## config.mk

```make
export PLATFORM = sky130hd
export DESIGN_NAME = gea_ctrl
export DESIGN_NICKNAME = d
export VERILOG_FILES = /design/src/rtl/core/gea_pkg.sv /design/src/rtl/core/gea_ctrl.sv
export SDC_FILE = /design/constraint.sdc
export NUM_CORES = 1
export LEC_CHECK = 0
export BUFFER_PORTS_ARGS = -buffer_cell sky130_fd_sc_hd__buf_2
export CAP_MARGIN = 40
export CORE_AREA = 3 3 40 42
export CTS_BUF_LIST = sky130_fd_sc_hd__clkbuf_4 sky130_fd_sc_hd__clkbuf_8
export DETAILED_ROUTE_END_ITERATION = 8
export DIE_AREA = 0 0 43 45
export PLACE_DENSITY_LB_ADDON = 0.05
export RECOVER_POWER = 50
export SKIP_LAST_GASP = 1
export SYNTH_ARGS = -nofsm -noshare
export SYNTH_HDL_FRONTEND = slang
export SYNTH_SLANG_ARGS = --single-unit
```

## constraint.sdc

```tcl
create_clock -name aclk -period 2.3 [get_ports aclk]
set_input_delay 0.575 -clock aclk [delete_from_list [all_inputs] [get_ports aclk]]
set_output_delay 0.575 -clock aclk [all_outputs]
set_load 0.05 [all_outputs]
```

## src/rtl/core/gea_pkg.sv

```systemverilog
// Package for the greedy transport cost block: sizes, operation codes and
// controller states. It depends on nothing else.
package gea_pkg;
    localparam int MAX_POINTS   = 64;
    localparam int MAX_MEANS    = 64;
    localparam int NUM_CLUSTERS = 512;
    localparam int PW = $clog2(MAX_POINTS);
    localparam int MW = $clog2(MAX_MEANS);
    localparam int CW = $clog2(NUM_CLUSTERS);
    localparam int TW = CW + MW;
    localparam int TDEPTH = NUM_CLUSTERS * MAX_MEANS;
    localparam logic [39:0] COST_MAX = 40'hFF_FFFF_FFFF;

    typedef enum logic [1:0] {
        OP_POINT = 2'd0,
        OP_MEAN  = 2'd1,
        OP_TABLE = 2'd2,
        OP_COMP  = 2'd3
    } op_t;

    typedef enum logic [2:0] {
        ST_IDLE, ST_INIT, ST_READ, ST_WAIT, ST_FETCH, ST_EVAL, ST_ADD, ST_OUT
    } state_t;

    typedef struct packed {
        logic load;
        logic init;
        logic init_step;
        logic eval;
        logic add;
        logic advance;
    } cmd_t;

    typedef struct packed {
        logic init_done;
        logic walk_done;
    } sts_t;
endpackage

```

## src/rtl/core/gea_ctrl.sv

```systemverilog
// Controller state machine for the transport cost block.
// Depends on gea_pkg.
module gea_ctrl import gea_pkg::*; (
    input  logic aclk,
    input  logic aresetn,
    input  logic s_valid,
    output logic s_ready,
    input  logic [1:0] s_operation,
    output logic m_valid,
    input  logic m_ready,
    input  sts_t sts,
    output cmd_t cmd
);
    state_t state_reg, state_next;

    always_ff @(posedge aclk) begin
        if (!aresetn) begin
            state_reg <= ST_IDLE;
        end else begin
            state_reg <= state_next;
        end
    end

    always_comb begin
        state_next = state_reg;
        cmd = '0;
        s_ready = 1'b0;
        m_valid = 1'b0;
        unique case (state_reg)
            ST_IDLE: begin
                s_ready = 1'b1;
                if (s_valid) begin
                    if (op_t'(s_operation) == OP_COMP) begin
                        cmd.init = 1'b1;
                        state_next = ST_INIT;
                    end else begin
                        cmd.load = 1'b1;
                    end
                end
            end
            ST_INIT: begin
                cmd.init_step = 1'b1;
                if (sts.init_done) state_next = ST_READ;
            end
            ST_READ: begin
                if (sts.walk_done) begin
                    state_next = ST_OUT;
                end else begin
                    state_next = ST_WAIT;
                end
            end
            ST_WAIT: state_next = ST_FETCH;
            ST_FETCH: state_next = ST_EVAL;
            ST_EVAL: begin
                cmd.eval = 1'b1;
                state_next = ST_ADD;
            end
            ST_ADD: begin
                cmd.add = 1'b1;
                cmd.advance = 1'b1;
                state_next = ST_READ;
            end
            ST_OUT: begin
                m_valid = 1'b1;
                if (m_ready) state_next = ST_IDLE;
            end
            default: state_next = ST_IDLE;
        endcase
    end
endmodule

```

==> flow_summary_export.csv, run 1 <==
group,metric,value,unit
outcome,outcome,"finished, final reports clean",
placed_design,post_dp_cell_area,315.3,µm²
final_layout,synthToLayoutAreaGrowth,38.38,%
timing,setup_viol,0,
placed_design,placed_cells,59,
clock_network,h-tree-depth,1,
final_layout,antenna_cells,0,
detailed_routing,route.detailed.drc,0,
floorplan,fp.dieArea,1935,µm²
pwr,powerDensity,785.4,nW/µm²
critical_path,worstSetupPathType,"reg2out",
grt,grt_usage,0.07827,
final_layout,fin_area,342.8,µm²
floorplan,rows,13,
hold_path,hold_class,"in2reg",
timing,tightest_slew,600.2,ps
timing,finalClockSkew,3.970,ps
clock_network,clockBufferDepth,2,
timing,fin_crit_sh,0.9003,
placed_design,dp_hpwl,506.7,µm
logic_synthesis,synth_top_area_cell,"dfxtp_1",
critical_path,cp_slowest_cell,"dfxtp_1",
timing,final-hold-violation-count,0,
grt,grt_max_degree,12,
detailed_routing,drtIter0Drc,6,
critical_path,cp-end-kind,"primary output",
critical_path,crit_chain,"and3_1 > clkbuf_1",
timing,setup_tns,0,ps
clock_network,cts_resized,0,
clock_network,holdBufCountCts,0,
final_layout,layoutNonFillerInstCount,63,
logic_synthesis,yosysSeqAreaShare,0.2424,
logic_synthesis,yosysWarningCount,0,
logic_synthesis,synth_area_per_cell,7.507,µm²
clock_network,clockRootBuffer,"clkbuf_4",
grt,grt-ovfl-total,0,
timing,relSlewSlack,0.6016,
grt,busiest_layer,"met1",
logic_synthesis,syn-cell-area,247.7,µm²
timing,slew_viol_final,0,
final_layout,fin_nets,57,
floorplan,initial_core_util,0.1928,
detailed_routing,routed_wl,654,µm
pwr,leakage,0.1615,nW
clock_network,cts_made_buffers,3,
logic_synthesis,synth_cells,33,
logic_synthesis,syn_nets,41,
critical_path,cp_max_fo,11,
pwr,max-vdd-ir-drop,0.2465,mV
logic_synthesis,synthTopCellsByArea,"dfxtp_1, buf_6, nor3_2, nand2_1, and3_1",
critical_path,critPathArrivalTime,1500,ps
floorplan,die_w,43,µm
logic_synthesis,ys_ff_latch,3,
clock_network,clock-sinks,3,
clock_network,clk_latency,230,ps
critical_path,path_buf_inv,1,
placed_design,place.gp.congestion,0.6337,
timing,fmax,482.9,MHz
grt,grt_use_met3,0.05179,
grt,grt_util_met1,0.1060,
timing,rsz0062_at_grt,"no",
final_layout,drive_gt1_frac,0.4583,
clock_network,post-cts-setup-buffers,0,
grt,grt_util_met2,0.1018,
logic_synthesis,yosysTopAreaCellShare,0.2424,
critical_path,slowest_delay,570,ps
pwr,finalPower,269.2,µW
grt,antenna_found_initial,0,
final_layout,largest_register_ffs,3,
timing,period_minus_slack,2071,ps
critical_path,start_kind,"register",
clock_network,cts_tree,"yes",
detailed_routing,drt_pre_antenna_iters,4,
run,cap_violations,0,
detailed_routing,ant_nets,0,
floorplan,die_h,45,µm
placed_design,portBuffers,15,
detailed_routing,wl_per_cell,10.38,µm
floorplan,ios,16,
logic_synthesis,ys_types,21,
floorplan,core,1285,µm²
clock_network,path_clk_slew,40,ps
detailed_routing,vias,278,
critical_path,critPathRequiredTime,1730,ps
detailed_routing,viasPerCell,4.413,
critical_path,critPathTopFamily,"flip-flops",
grt,first_global_vias,250,
grt,grt_pass1_wl,1.097,mm
[stage by stage]
stage               hold WS (ps)  setup WS (ps)    util
floorplan                  460.2          59.34       -
global placement           625.1          612.4  0.2454
detailed placement         636.1          591.4  0.2454
CTS                        615.3          335.2  0.2687
global route               639.8          158.0  0.2668
finish                     628.6          229.3  0.2668
[worst register-to-register path: cells and delay by family (launching register included)]
family | cells | cell delay, ps
and+or+nand+nor | 1 | 230
AOI/OAI and AO/OA | 2 | 260
DFF | 1 | 570
[power breakdown]
| group | internal, mW | switching (mW) |
|---|---|---|
| clock network | 0.0769 | 0.0289 |
| registers | 0.0577 | 0.0170 |
| logic | 0.0282 | 0.0605 |
[cells in the mapped netlist (all sizes together)]
cell / number
nand2b: 1
nand2: 5
dfxtp: 3
a31oi: 1
nor3b: 1
buf: 4
nor3: 2
inv: 1
nor2: 2
nand3b: 1
a311oi: 1
o22ai: 1
and3: 2
nor2b: 1
o21bai: 1
o21ai: 3
a21oi: 3
[metal layers]
layer / wire [µm] / share of wire
met5: 0 / 0
met4: 0 / 0
met3: 77 / 0.12
met2: 228 / 0.35
met1: 349 / 0.53
[cells by family after synthesis]
kind of cell / after synthesis / synth area share
flops: 3 / 0.2424
buf+inv: 5 / 0.1565
compound gates: 10 / 0.2526
simple gates: 15 / 0.3486
[path summary, 6_finish.rpt]
check,startpoint,to,slack [ps],cells past startpoint
max,state_reg[2]$_SDFFE_PN0P_,cmd[2],230,2
min,aresetn,state_reg[2]$_SDFFE_PN0P_,630,3
max reg2reg,state_reg[2]$_SDFFE_PN0P_,state_reg[0]$_SDFFE_PN0P_,1160,3
min reg2reg,state_reg[1]$_SDFFE_PN0P_,state_reg[1]$_SDFFE_PN0P_,630,2
[layout by cell type (no fill, tap or decap), drive strengths merged, types with 2 or more instances in the layout]
cell type	instances
and3	2
o21ai	3
nor2	2
clkbuf	6
a21oi	3
nor3	2
nand2	5
buf	13
dfxtp	3
[area by class of cell]
class	instances	area [µm²]
Fill cell	149	942.2
Multi-Input combinational cell	25	157.7
Timing Repair Buffer	15	72.57
Sequential cell	3	60.06
Clock buffer	4	30.03
Tap cell	15	18.77
Inverter	1	3.754
Power figures use the tool's default switching activity.
==> inputs of run 2 (changes only) <==
--- a/config.mk
+++ b/config.mk
@@ -7,10 +7,10 @@
 export LEC_CHECK = 0
 export BUFFER_PORTS_ARGS = -buffer_cell sky130_fd_sc_hd__buf_2
 export CAP_MARGIN = 40
-export CORE_AREA = 3 3 40 42
+export CORE_AREA = 2 2 39 41
 export CTS_BUF_LIST = sky130_fd_sc_hd__clkbuf_4 sky130_fd_sc_hd__clkbuf_8
 export DETAILED_ROUTE_END_ITERATION = 8
-export DIE_AREA = 0 0 43 45
+export DIE_AREA = 0 0 41 43
 export PLACE_DENSITY_LB_ADDON = 0.05
 export RECOVER_POWER = 50
 export SKIP_LAST_GASP = 1
==> run 2 against run 1 <==
Net effect: clock power is essentially flat; first-iteration DRC count decreased by 33%; clock skew shrank 3.3 ps; register-to-register slack is essentially flat; sequential power grew 0.5%; via count is 2.9% lower; power is 1.2% lower; die area shrank 8.9%; sequential cell count did not move; utilization down 1.8 points; critical path type unchanged; largest cell class unchanged.
==> flow_summary_export.csv, run 2 (same netlist as run 1, synthesis figures left out) <==
group,metric,value,unit
clock_network,cts_resized,0,
floorplan,fp.dieArea,1763,µm²
grt,grt-ovfl-total,0,
critical_path,path_buf_inv,1,
placed_design,portBuffers,15,
detailed_routing,drtIter0Drc,4,
timing,final-hold-violation-count,0,
floorplan,core,1384,µm²
final_layout,drive_gt1_frac,0.4583,
timing,fin_crit_sh,0.8894,
timing,period_minus_slack,2046,ps
critical_path,slowest_delay,560,ps
final_layout,synthToLayoutAreaGrowth,38.89,%
timing,setup_tns,0,ps
detailed_routing,routed_wl,631,µm
floorplan,rows,14,
timing,setup_viol,0,
clock_network,h-tree-depth,1,
clock_network,post-cts-setup-buffers,0,
clock_network,cts_made_buffers,3,
timing,tightest_slew,593.9,ps
critical_path,cp-end-kind,"primary output",
critical_path,start_kind,"register",
critical_path,r2r_cells,3,
clock_network,cts_tree,"yes",
final_layout,fin_nets,57,
timing,fmax,488.8,MHz
pwr,max-vdd-ir-drop,0.2519,mV
critical_path,reg2reg_slack,1170,ps
clock_network,clockRootBuffer,"clkbuf_4",
detailed_routing,wl_per_cell,9.859,µm
final_layout,final_cell_mix,"buf_2, nand2_1, clkbuf_4",
timing,slew_viol_final,0,
critical_path,cp_max_fo,11,
run,cap_violations,0,
critical_path,crit_chain,"and3_1 > clkbuf_1",
floorplan,ios,16,
detailed_routing,ant_nets,0,
floorplan,die_h,43,µm
critical_path,critPathRequiredTime,1730,ps
clock_network,path_clk_slew,40,ps
timing,hold-worst-slack,632.8,ps
timing,rsz0062_at_grt,"no",
critical_path,critPathArrivalTime,1470,ps
critical_path,rr_endpoint,"state_reg[0]$_SDFFE_PN0P_",
placed_design,dp_hpwl,481.3,µm
outcome,outcome,"finished, final reports clean",
grt,grt_pass1_wl,1.028,mm
grt,first_global_vias,246,
detailed_routing,vias,270,
detailed_routing,route.detailed.drc,0,
detailed_routing,drt_pre_antenna_iters,3,
critical_path,worstSetupPathType,"reg2out",
final_layout,final_common_cell,"buf_2",
final_layout,largest_register_ffs,3,
hold_path,hp-start,"aresetn",
timing,worst_slack,254.3,ps
clock_network,holdBufCountCts,0,
critical_path,r2r-start,"state_reg[2]$_SDFFE_PN0P_",
clock_network,clockBufferDepth,2,
grt,grt_max_degree,12,
pwr,powerDensity,773.5,nW/µm²
hold_path,holdPathStages,3,
timing,relSlewSlack,0.6058,
hold_path,hold_class,"in2reg",
placed_design,pre_cts_slack,596.5,ps
critical_path,critPathTopFamily,"flip-flops",
hold_path,worstHoldEndpoint,"state_reg[2]$_SDFFE_PN0P_",
timing,finalClockSkew,0.6662,ps
clock_network,clock-sinks,3,
pwr,leakage,0.1615,nW
placed_design,place.gp.congestion,0.6648,
grt,antenna_found_initial,0,
clock_network,clk_latency,230,ps
final_layout,antenna_cells,0,
grt,grt_usage,0.08927,
floorplan,die_w,41,µm
floorplan,initial_core_util,0.1790,
detailed_routing,viasPerCell,4.219,
critical_path,cp_slowest_cell,"dfxtp_1",
[run 2: worst min-delay path: stages]
cell and delay [ps]:
buf_2 120, o21ai_1 70, a31oi_1 40
[run 2: routing by layer]
metal / vias to the layer above / wire, µm / part of all wire / GRT usage
met5: - / 0 / 0 / 0
met4: 0 / 0 / 0 / 0.04000
met3: 0 / 59 / 0.094 / 0.06806
met2: 9 / 288 / 0.46 / 0.1219
met1: 117 / 283 / 0.45 / 0.09936
li1: 144 / - / - / -
[run 2: per-stage QoR]
stage	utilization	instances	power, mW	instance area (µm²)
5_1_grt	0.2486	64	0.2871	344.1
3_5_place_dp	0.2288	60	0.1665	316.6
6_report	0.2486	64	0.2661	344.1
4_1_cts	0.2505	64	0.2735	346.6
2_1_floorplan	-	33	0.1495	256.5
3_3_place_gp	0.2288	60	0.1659	316.6
[run 2: worst max-delay path by stage]
stage / start / end / slack (ps) / cells past startpoint
final: state_reg[2]$_SDFFE_PN0P_ / cmd[2] / 250 / 2
after global routing: state_reg[2]$_SDFFE_PN0P_ / cmd[2] / 140 / 2
after CTS: state_reg[1]$_SDFFE_PN0P_ / cmd[5] / 340 / 4
after detailed placement: state_reg[1]$_SDFFE_PN0P_ / cmd[5] / 600 / 4
after global placement: state_reg[1]$_SDFFE_PN0P_ / cmd[5] / 620 / 4
after floorplan: state_reg[0]$_SDFFE_PN0P_ / cmd[3] / 60 / 2
[run 2: layout make-up]
cell class                      count  area [µm²]
Tap cell                           16       20.02
Sequential cell                     3       60.06
Timing Repair Buffer               15       72.57
Multi-Input combinational cell     25       157.7
Fill cell                         170        1040
Inverter                            1       3.754
Clock buffer                        4       30.03
[run 2: power by group]
group | switching (mW) | internal (mW)
sequential | 0.0174 | 0.0577
combinational | 0.0600 | 0.0283
clock | 0.0261 | 0.0767
total | 0.103 | 0.163
